--- config.mk ---
export PLATFORM = sky130hd
export DESIGN_NAME = gmt_front
export DESIGN_NICKNAME = d
export VERILOG_FILES = /design/src/design/gmt_pkg.sv /design/src/design/gmt_front.sv
export SDC_FILE = /design/constraint.sdc
export NUM_CORES = 1
export LEC_CHECK = 0
export BUFFER_PORTS_ARGS = -buffer_cell sky130_fd_sc_hd__buf_4
export CAP_MARGIN = 25
export CORE_ASPECT_RATIO = 0.6
export CORE_MARGIN = 2
export CORE_UTILIZATION = 55
export CTS_BUF_LIST = sky130_fd_sc_hd__clkbuf_4 sky130_fd_sc_hd__clkbuf_8
export DETAILED_ROUTE_END_ITERATION = 16
export HOLD_SLACK_MARGIN = 0.03
export PLACE_DENSITY = 0.9
export SYNTH_ARGS = -nofsm -noshare
export SYNTH_HDL_FRONTEND = slang
export SYNTH_SLANG_ARGS = --single-unit
--- constraint.sdc ---
create_clock -name i_clk -period 6.13 [get_ports i_clk]
set_input_delay 0.3065 -clock i_clk [delete_from_list [all_inputs] [get_ports i_clk]]
set_output_delay 0.3065 -clock i_clk [all_outputs]
set_load 0.02 [all_outputs]
--- src/design/gmt_pkg.sv ---
// Shared types, constants and the triangle keep rule for the grid mesh triangulator.
package gmt_pkg;

    localparam int IDX_W            = 16;
    localparam int NUM_W            = 32;
    localparam int CFG_W            = 11;
    localparam int MAX_ROW_LEN_DEF  = 1024;
    localparam int TRI_PER_ITEM     = 4;
    localparam int TRI_CNT_W        = $clog2(TRI_PER_ITEM + 1);
    localparam int TRI_SEL_W        = $clog2(TRI_PER_ITEM);

    typedef logic signed [IDX_W-1:0] t_idx;

    // input request payload
    typedef struct packed {
        t_idx vertex_index;
        logic start_grid;
    } t_in_item;

    // result payload
    typedef struct packed {
        t_idx             corner_a;
        t_idx             corner_b;
        t_idx             corner_c;
        logic [NUM_W-1:0] triangle_number;
        logic             last_of_run;
    } t_out_item;

    // per-item control carried from the column tracker to the emitter
    typedef struct packed {
        logic left_cell;   // cell c-1 is emitted
        logic wrap_cell;   // wrap-around cell is emitted (row end)
        logic col_odd;     // column parity, selects the line buffer bank
        logic col_one;     // column 1: prev[c-1] comes from the column-0 register
        logic col_zero;    // column 0: prev[c] comes from the column-0 register
        logic start;       // first entry of a new grid
    } t_stage_ctl;

    typedef struct packed {
        t_idx       cur;        // current entry
        t_idx       held;       // previous entry of this row
        t_idx       row_first;  // entry at column 0 of this row
        t_idx       prev0;      // column 0 of the previous row
        t_stage_ctl ctl;
    } t_stage;

    // distinct, nonzero, even number of negatives
    function automatic logic keep_tri(t_idx a, t_idx b, t_idx c);
        logic distinct;
        logic nonzero;
        distinct = (a != b) && (a != c) && (b != c);
        nonzero  = (a != '0) && (b != '0) && (c != '0);
        return distinct && nonzero && !(a[IDX_W-1] ^ b[IDX_W-1] ^ c[IDX_W-1]);
    endfunction

endpackage

--- src/design/gmt_front.sv ---
// Column tracker: row length register, row state, line buffer addressing and stage register.
module gmt_front #(
    parameter int MAX_ROW_LENGTH = gmt_pkg::MAX_ROW_LEN_DEF,
    parameter int BANK_AW        = 9
) (
    input  logic                           i_clk,
    input  logic                           i_rst_n,
    // configuration
    input  logic                           i_cfg_valid,
    output logic                           o_cfg_ready,
    input  logic [gmt_pkg::CFG_W-1:0]      i_cfg_data,
    // input requests
    input  logic                           i_in_valid,
    output logic                           o_in_ready,
    input  gmt_pkg::t_in_item              i_in_item,
    // line buffer banks, index 0 even columns, index 1 odd columns
    output logic                           o_ram_we    [2],
    output logic [BANK_AW-1:0]             o_ram_waddr [2],
    output logic [gmt_pkg::IDX_W-1:0]      o_ram_wdata [2],
    output logic                           o_ram_re,
    output logic [BANK_AW-1:0]             o_ram_raddr [2],
    // stage toward the emitter
    output logic                           o_stage_valid,
    output gmt_pkg::t_stage                o_stage,
    input  logic                           i_stage_ready
);

    localparam int COL_W = $clog2(MAX_ROW_LENGTH);
    localparam int LEN_W = $clog2(MAX_ROW_LENGTH + 1);
    localparam int CMP_W = (LEN_W > gmt_pkg::CFG_W) ? LEN_W : gmt_pkg::CFG_W;

    logic [gmt_pkg::CFG_W-1:0] r_row_length;
    logic [COL_W-1:0]          r_col;
    logic                      r_first_row;
    gmt_pkg::t_idx             r_held;
    gmt_pkg::t_idx             r_row_first;
    gmt_pkg::t_idx             r_prev0;
    logic                      r_stage_valid;
    gmt_pkg::t_stage           r_stage;

    logic                      accept;
    logic [CMP_W-1:0]          len_ext;
    logic [CMP_W-1:0]          max_ext;
    logic [CMP_W-1:0]          cols;
    logic [COL_W-1:0]          last_col;
    logic [COL_W-1:0]          col_in;
    logic [COL_W-1:0]          col;
    logic [COL_W-1:0]          col_m1;
    logic [COL_W-1:0]          even_idx;
    logic [COL_W-1:0]          odd_idx;
    logic                      last;
    logic                      first_row;
    logic                      wr_held;
    logic                      wr_last;
    gmt_pkg::t_idx             cur;
    gmt_pkg::t_idx             row_first;

    assign o_cfg_ready = 1'b1;
    assign o_in_ready  = !r_stage_valid || i_stage_ready;
    assign accept      = i_in_valid && o_in_ready;
    assign cur         = i_in_item.vertex_index;

    // effective row length, clamped to 1..MAX, and the column of this entry
    always_comb begin
        len_ext   = CMP_W'(r_row_length);
        max_ext   = CMP_W'(MAX_ROW_LENGTH);
        if (len_ext == '0) begin
            cols = CMP_W'(1);
        end else if (len_ext > max_ext) begin
            cols = max_ext;
        end else begin
            cols = len_ext;
        end
        last_col  = COL_W'(cols - CMP_W'(1));
        col_in    = i_in_item.start_grid ? '0 : r_col;
        col       = (CMP_W'(col_in) >= cols) ? last_col : col_in;
        last      = (col == last_col);
        first_row = i_in_item.start_grid || r_first_row;
        row_first = (col == '0) ? cur : r_row_first;
        col_m1    = (col == '0) ? COL_W'(1) : col - COL_W'(1);
        even_idx  = col[0] ? col_m1 : col;
        odd_idx   = col[0] ? col : col_m1;
        wr_held   = (col > COL_W'(1));
        wr_last   = last && (col != '0);
    end

    // delayed line buffer writes: c-1 gets the held entry, row end stores the last column
    always_comb begin
        o_ram_re       = accept;
        o_ram_raddr[0] = BANK_AW'(even_idx >> 1);
        o_ram_raddr[1] = BANK_AW'(odd_idx >> 1);

        o_ram_we[0]    = 1'b0;
        o_ram_waddr[0] = BANK_AW'(col >> 1);
        o_ram_wdata[0] = cur;
        if (wr_held && col[0]) begin
            o_ram_we[0]    = accept;
            o_ram_waddr[0] = BANK_AW'(col_m1 >> 1);
            o_ram_wdata[0] = r_held;
        end else if (wr_last && !col[0]) begin
            o_ram_we[0]    = accept;
        end

        o_ram_we[1]    = 1'b0;
        o_ram_waddr[1] = BANK_AW'(col >> 1);
        o_ram_wdata[1] = cur;
        if (wr_held && !col[0]) begin
            o_ram_we[1]    = accept;
            o_ram_waddr[1] = BANK_AW'(col_m1 >> 1);
            o_ram_wdata[1] = r_held;
        end else if (wr_last && col[0]) begin
            o_ram_we[1]    = accept;
        end
    end

    // row state and configuration
    always_ff @(posedge i_clk) begin
        if (!i_rst_n) begin
            r_row_length  <= gmt_pkg::CFG_W'(1);
            r_col         <= '0;
            r_first_row   <= 1'b1;
            r_held        <= '0;
            r_row_first   <= '0;
            r_stage_valid <= 1'b0;
        end else begin
            if (i_cfg_valid) begin
                r_row_length <= i_cfg_data;
            end
            if (accept) begin
                r_col         <= last ? '0 : col + COL_W'(1);
                r_first_row   <= first_row && !last;
                r_held        <= cur;
                r_row_first   <= row_first;
                r_stage_valid <= 1'b1;
            end else if (i_stage_ready) begin
                r_stage_valid <= 1'b0;
            end
        end
    end

    // column 0 of the previous row and the stage payload
    always_ff @(posedge i_clk) begin
        if (accept) begin
            if (last) begin
                r_prev0 <= row_first;
            end
            r_stage.cur           <= cur;
            r_stage.held          <= r_held;
            r_stage.row_first     <= row_first;
            r_stage.prev0         <= r_prev0;
            r_stage.ctl.left_cell <= !first_row && (col != '0);
            r_stage.ctl.wrap_cell <= !first_row && last;
            r_stage.ctl.col_odd   <= col[0];
            r_stage.ctl.col_one   <= (col == COL_W'(1));
            r_stage.ctl.col_zero  <= (col == '0);
            r_stage.ctl.start     <= i_in_item.start_grid;
        end
    end

    assign o_stage_valid = r_stage_valid;
    assign o_stage       = r_stage;

endmodule

# Yosys cells after proc, flatten, opt, wreduce, memory -nomap -nowiden
# Index checks and enable logic that the tools add are counted.
# word_totals
reg_bits	141
output_inout_bits	144
# op_classes
n_addsub	3
order_cmp	3
eq_ne	2
mux	19
n_reduce_logical	20
# op_table
op	n
10-bit 2-to-1 mux	6
16-bit 2-to-1 mux	3
11-bit 2-to-1 mux	2
10-bit by 1-bit subtractor with 10-bit output (second input constant)	2
9-bit 2-to-1 mux	2
10-bit by 11-bit greater-or-equal comparator with 1-bit output	1
11-bit > comparator (second input constant)	1
11-bit zero test	1
10-bit by 1-bit adder with 10-bit output (second input constant)	1
10-bit by 1-bit equality test with 1-bit output (second input constant)	1
10-bit equality test	1
10-bit by 1-bit > comparator with 1-bit output (second input constant)	1
10-bit zero test	1
10-bit nonzero test	1
1-bit logical AND	9
1-bit 2-to-1 mux	6
1-bit zero test	4
1-bit logical OR	2
2-bit AND reduction	1
2-bit nonzero test	1

# Longest topological paths before layout
# Gate-level depths: netlist (run 1).
# logic_depth
ltp_word	10
mapped_depth	22
ltp_nobuf	17

# Worst setup path after synthesis (run 1)
# OpenSTA, ideal clock, no wires.
# synth_path
path_kind	flip-flop to output port
from	reg r_row_length (netlist bit len_ext[10])
to	out o_ram_we[1] in the netlist's numbering
arrival_time_ns	4.479
required_ns	5.823
path_slack_ns	1.345
path_stages_with_launch	18
path_cell_list	dfxtp_1 > clkbuf_1 > nor2_1 > a41oi_1 > inv_1 > ha_1 > nor2b_1 > o21ai_0 > a41o_1 > a21oi_1 > clkbuf_1 > clkbuf_1 > a21o_1 > inv_1 > ha_1 > inv_1 > a21oi_2 > a2111oi_0
# synth_rtl
element	line_no	source
start, declared	gmt_front.sv:32	logic [gmt_pkg::CFG_W-1:0] r_row_length;
start signal, assigned	gmt_front.sv:119	r_row_length <= gmt_pkg::CFG_W'(1);
start signal, assigned	gmt_front.sv:127	r_row_length <= i_cfg_data;
end, declared	gmt_front.sv:17	output logic o_ram_we [2],

==> flow_summary.ini, run 1 <==
[finish]
fin_cells = 980
drive_above_1_share = 0.342
nNetsFinal = 848
multi_input_area_um2 = 3010
antennaDiodeCount = 0
postLayoutCellArea_um2 = 8740
syn_to_final_growth_pct = 26.1
nFillCells = 869
utilization = 0.717
regArea_um2 = 3680

[grt]
grt_pass1_wl_mm = 30.7
first_global_vias = 5470
grt_max_degree = 74
grt_overflow = 0
grt_usage = 0.295
antenna_found_initial = 0

[clocking]
clkLatencyLatePin_ns = 0.45
htreeDepth = 4
post-cts-setup-buffers = 0
path_clk_slew_ns = 0.10
numCtsBuffers = 17
postCtsResizedCells = 0
cts.path.max_buffers = 2
cts_hold_buf = 0
clock_sinks = 141
root_buffer = clkbuf_8
tritoncts = done

[routing]
first_pass_iters = 5
routed-via-count = 5811
viasPerCell = 5.93
route.detailed.drc = 0
totalWireLength_mm = 19.7
drt_iter0_markers = 532
antenna_left = 0
wire_per_inst_um = 20.2

[logic_synthesis]
syn_area_um2 = 6930
ys_async_sr_fraction = 0
synth_top_area_cell = edfxtp_1
syn_avg_cell_area_um2 = 10.9
yosys-top-cells-count = nand2_1, edfxtp_1, dfxtp_1, mux2_2, nor2_1
syn_nets = 682
synth_enable_flop_cells = 86
ys_warn_count = 0
synth.top_cell.area_share = 0.373
yosysMostFrequentCell = nand2_1
yosysSeqAreaShare = 0.532
ys.flop_type = edfxtp_1
ys_seq_elements = 141
synth.area.top_cells = edfxtp_1, dfxtp_1, mux2_2
yosysUniqueCellTypes = 64
postSynthCellCount = 636

[floorplanning]
initial_utilization = 0.569
dieWidth_um = 149
die_y_um = 90.9
num_rows = 31
ios = 177
dieArea_um2 = 13500
coreArea_um2 = 12200

[placement]
dp.cells = 947
place.gp.congestion = 0.942
placed_area_um2 = 8340
dpl.hpwl_mm = 14.2
io_buffers = 175

[power_and_ir_drop]
cellLeakagePower_nw = 3.65
ir_drop_mv = 0.416
power_density_nw_per_um2 = 383

[min_path]
hold_path.class = in -> reg

[timing]
hold_viol_final = 0
tightest_slew_ns = 0.995
setup_viol = 0
timing.final.crit_share = 0.897
clock.fmax_mhz = 182
slew_viol_final = 0
max-slew-margin-rel = 0.332
clock_skew_ns = 0.0166
min_period_ns = 5.50
finalSetupTns_ns = 0
rsz0062_at_grt = false

[setup_path]
cp.required_ns = 5.82
end_kind = output port
cp_cell_sequence = inv_1 > nand2_1 > ha_1 > and2_1 > a221o_1 > a41o_1 > a21oi_1 > buf_4 > nor2_1 > a21o_1 > inv_1 > ha_1 > inv_1 > a21oi_2 > nand2b_1 > buf_4 > mux2_2 > buf_4
cp_max_fo = 20
crit_type = reg -> out
crit_arrival_ns = 5.19
worst_path_largest_cell_delay_ns = 0.64
cp_slowest_cell = dfxtp_1
start_kind = register

[status]
outcome = finished clean

[flow_run]
drv_cap = 0
-- kinds of logic after synthesis --
family	count (synthesis)	share of synthesized area
and+or+nand+nor	222	0.155
DFF	141	0.532
AOI/OAI and AO/OA	118	0.124
muxes	67	0.106
buffers and inverters	55	0.0343
xor gates and xnor gates	19	0.0240
adders and majority gates	13	0.0235
other	1	0.000541
-- layer usage --
metal  part of all wire  global-route usage  vias up
met5                  0                   0        -
met4              0.013              0.0913        0
met3               0.11              0.0823       31
met2               0.44               0.427      357
met1               0.43               0.431     2798
li1                   -                   -     2625
-- registers in the layout, indices dropped and copies added (netlist names) --
| register | flops |
|---|---|
| o_stage | 70 |
| r_held | 16 |
| r_prev0 | 16 |
| r_row_first | 16 |
| len_ext | 11 |
| r_col | 10 |
| o_stage_valid | 1 |
| r_first_row | 1 |
-- final timing paths --
| check | start | end | slack (ns) | cells after the start |
|---|---|---|---|---|
| setup / recovery | len_ext[10] | o_ram_wdata[22] | 0.63 | 18 |
| setup reg to reg | len_ext[10] | r_row_first[9] | 1.04 | 12 |
| hold / removal | i_in_item[11] | o_stage[64] | 0.07 | 1 |
| hold reg to reg | r_prev0[8] | o_stage[14] | 0.43 | 0 |
-- stage by stage --
step	setup slack (ns)	hold slack [ns]	power (mW)
after CTS	0.767	0.0509	3.33
after detailed placement	1.25	0.405	2.62
after floorplan	1.34	0.400	2.08
final	0.630	0.0697	3.35
after global routing	0.330	0.0564	3.48
after global placement	1.36	0.402	2.58
-- cell usage in the layout, fill, tap and decap left out, drive strengths merged, types with 3 or more instances in the layout --
master	instances
a2111oi	4
a211oi	4
a21boi	37
a21o	3
a21oi	16
a31oi	3
a32o	5
and2	5
and3	4
buf	185
clkbuf	17
clkinv	4
dfxtp	55
edfxtp	86
ha	13
inv	27
mux2	52
mux2i	15
nand2	96
nand2b	9
nand3	12
nand4b	3
nor2	36
nor2b	20
nor3	13
o211ai	3
o21a	5
o21ai	15
o31ai	6
or2	3
or3	9
or4	5
xnor2	12
xor2	7
-- worst max-delay path, delay by kind of cell (launching register included) --
kind                       cells  cell delay (ns)
DFF                            1             0.64
buffers and inverters          6             1.30
muxes                          1             0.37
AOI/OAI and AO/OA              5             1.14
adders and majority gates      2             0.44
and+or+nand+nor                4             0.83
-- report_power, final --
part	total [mW]	switching (mW)	internal, mW
Combinational	1.44	0.859	0.577
Sequential	1.19	0.0491	1.14
Clock	0.724	0.420	0.304
Total	3.35	1.33	2.02
-- cell type report --
cell class | count | area share
clock buffer | 17 | 0.0268
clock inverter | 15 | 0.0165
inverter | 17 | 0.00745
multi-input combinational | 440 | 0.344
sequential | 141 | 0.422
tap | 165 | 0.0236
timing repair buffer | 185 | 0.160
Note: power is estimated with default switching activity, not from simulation.
==> inputs of run 2 (changes only) <==
CAP_MARGIN = 10   (was 25)
PLACE_DENSITY = 0.81   (was 0.9)
==> flow_summary.ini, run 2 (same netlist as run 1, synthesis figures left out) <==
[routing]
routed-via-count = 5718
first_pass_iters = 5
route.detailed.drc = 0
totalWireLength_mm = 20.3
viasPerCell = 5.83
antenna_left = 0
wire_per_inst_um = 20.7
drt_iter0_markers = 570

[finish]
drive_above_1_share = 0.342
nFillCells = 872
nNetsFinal = 848
regArea_um2 = 3680
multi_input_area_um2 = 3010
final_common_cell = buf_4
largest_register_ffs = 70
syn_to_final_growth_pct = 25.9
layout_common_cells = buf_4, nand2_1, edfxtp_1, dfxtp_1, mux2_2
antennaDiodeCount = 0

[clocking]
numCtsBuffers = 17
htreeDepth = 4
clock_sinks = 141
cts.path.max_buffers = 2
root_buffer = clkbuf_8
post-cts-setup-buffers = 0
tritoncts = done
path_clk_slew_ns = 0.10
cts_hold_buf = 0
clkLatencyLatePin_ns = 0.45
postCtsResizedCells = 0

[grt]
grt_max_degree = 57
grt_pass1_wl_mm = 31.3
busiest_layer = met1
grt_use_met3 = 0.0894
met2_usage = 0.427
antenna_found_initial = 0
grt_usage = 0.307
grt_overflow = 0
grt.met1_usage = 0.474
first_global_vias = 5475

[timing]
holdWs_ns = 0.0817
rsz0062_at_grt = false
min_period_ns = 5.70
max-slew-margin-rel = 0.318
setup_viol = 0
timing.final.crit_share = 0.930
finalSetupTns_ns = 0
slew_viol_final = 0
tightest_slew_ns = 1.02
hold_viol_final = 0
clock.fmax_mhz = 175
clock_skew_ns = 0.0203

[power_and_ir_drop]
power_density_nw_per_um2 = 381
cellLeakagePower_nw = 3.63
ir_drop_mv = 0.221

[setup_path]
worst_path_largest_cell_delay_ns = 0.70
reg2regPathDepth = 12
cp_slowest_cell = dfxtp_1
cp_max_fo = 17
cp_cell_sequence = nor2_1 > a41oi_1 > ha_1 > nor3b_1 > o211ai_1 > or4_4 > or4_4 > a21oi_2 > nand2b_1 > buf_4 > mux2_2 > buf_4
cp.required_ns = 5.82
start_kind = register
reg2reg_slack_ns = 0.78
crit_type = reg -> out
crit_arrival_ns = 5.39
crit_path_end = o_ram_wdata[16]
r2r-start = len_ext[10]
crit_path_start = len_ext[10]
end_kind = output port
r2r_end = r_row_first[0]

[floorplanning]
dieWidth_um = 149
initial_utilization = 0.569
ios = 177
num_rows = 31
coreArea_um2 = 12200
dieArea_um2 = 13500
die_y_um = 90.9

[placement]
place.gp.congestion = 0.965
io_buffers = 175
dpl.hpwl_mm = 14.7

[min_path]
hold_path.class = in -> reg

[status]
outcome = finished clean

[flow_run]
drv_cap = 0
-- run 2: cell count changes in the layout (fill, tap and decap cells not counted), sizes merged --
cell and delta:
inv -4, clkinvlp +2, clkbuf +1, clkinv +1
-- run 2: worst min path at each step --
stage	startpoint	end	slack, ns	cells after the start
floorplan	r_prev0[4]	o_stage[10]	0.40	0
global placement	r_prev0[14]	o_stage[20]	0.40	0
detailed placement	r_prev0[0]	o_stage[6]	0.41	0
CTS	i_in_item[9]	o_stage[62]	0.06	1
global route	i_in_item[11]	o_stage[64]	0.06	1
finish	i_in_item[9]	o_stage[62]	0.08	1
-- run 2: final cells by class --
type / count / share of cell area
clock buffers: 18 / 0.0277
clock inverters: 14 / 0.0145
repair buffers: 185 / 0.159
inverters: 17 / 0.00746
flip-flops and latches: 141 / 0.422
multi-input cells: 440 / 0.345
well taps: 165 / 0.0237
-- run 2: layer usage --
| metal | vias to the layer above | share of wire |
|---|---|---|
| met1 | 2752 | 0.46 |
| li1 | 2627 | - |
| met2 | 320 | 0.42 |
| met4 | 0 | 0.010 |
| met5 | - | 0 |
| met3 | 19 | 0.11 |
-- run 2: power breakdown --
| part | internal (mW) | leakage, nW | total (mW) | switching [mW] |
|---|---|---|---|---|
| sequential | 1.14 | 1.29 | 1.19 | 0.0529 |
| combinational | 0.577 | 2.17 | 1.43 | 0.848 |
| clock | 0.300 | 0.180 | 0.707 | 0.407 |
| total | 2.02 | 3.63 | 3.33 | 1.31 |
-- run 2: critical path: cells and delay by family, from the launching register on --
family,cells,cell delay (ns)
flip-flops,1,0.70
buffers and inverters,2,0.47
AND/OR/NAND/NOR,5,1.77
multiplexers,1,0.37
AO/OA/AOI/OAI,3,1.09
adder cells (fa/ha/maj),1,0.53
-- run 2: per-stage QoR --
stage / util / worst slack (ns) / instances / power, mW / cell area, µm²
2_1_floorplan: - / 1.34 / 636 / 2.08 / 6930
3_3_place_gp: 0.686 / 1.23 / 948 / 2.60 / 8350
3_5_place_dp: 0.686 / 1.01 / 948 / 2.62 / 8350
4_1_cts: 0.716 / 0.549 / 980 / 3.32 / 8720
5_1_grt: 0.716 / 0.166 / 980 / 3.46 / 8720
6_report: 0.716 / 0.430 / 980 / 3.33 / 8720
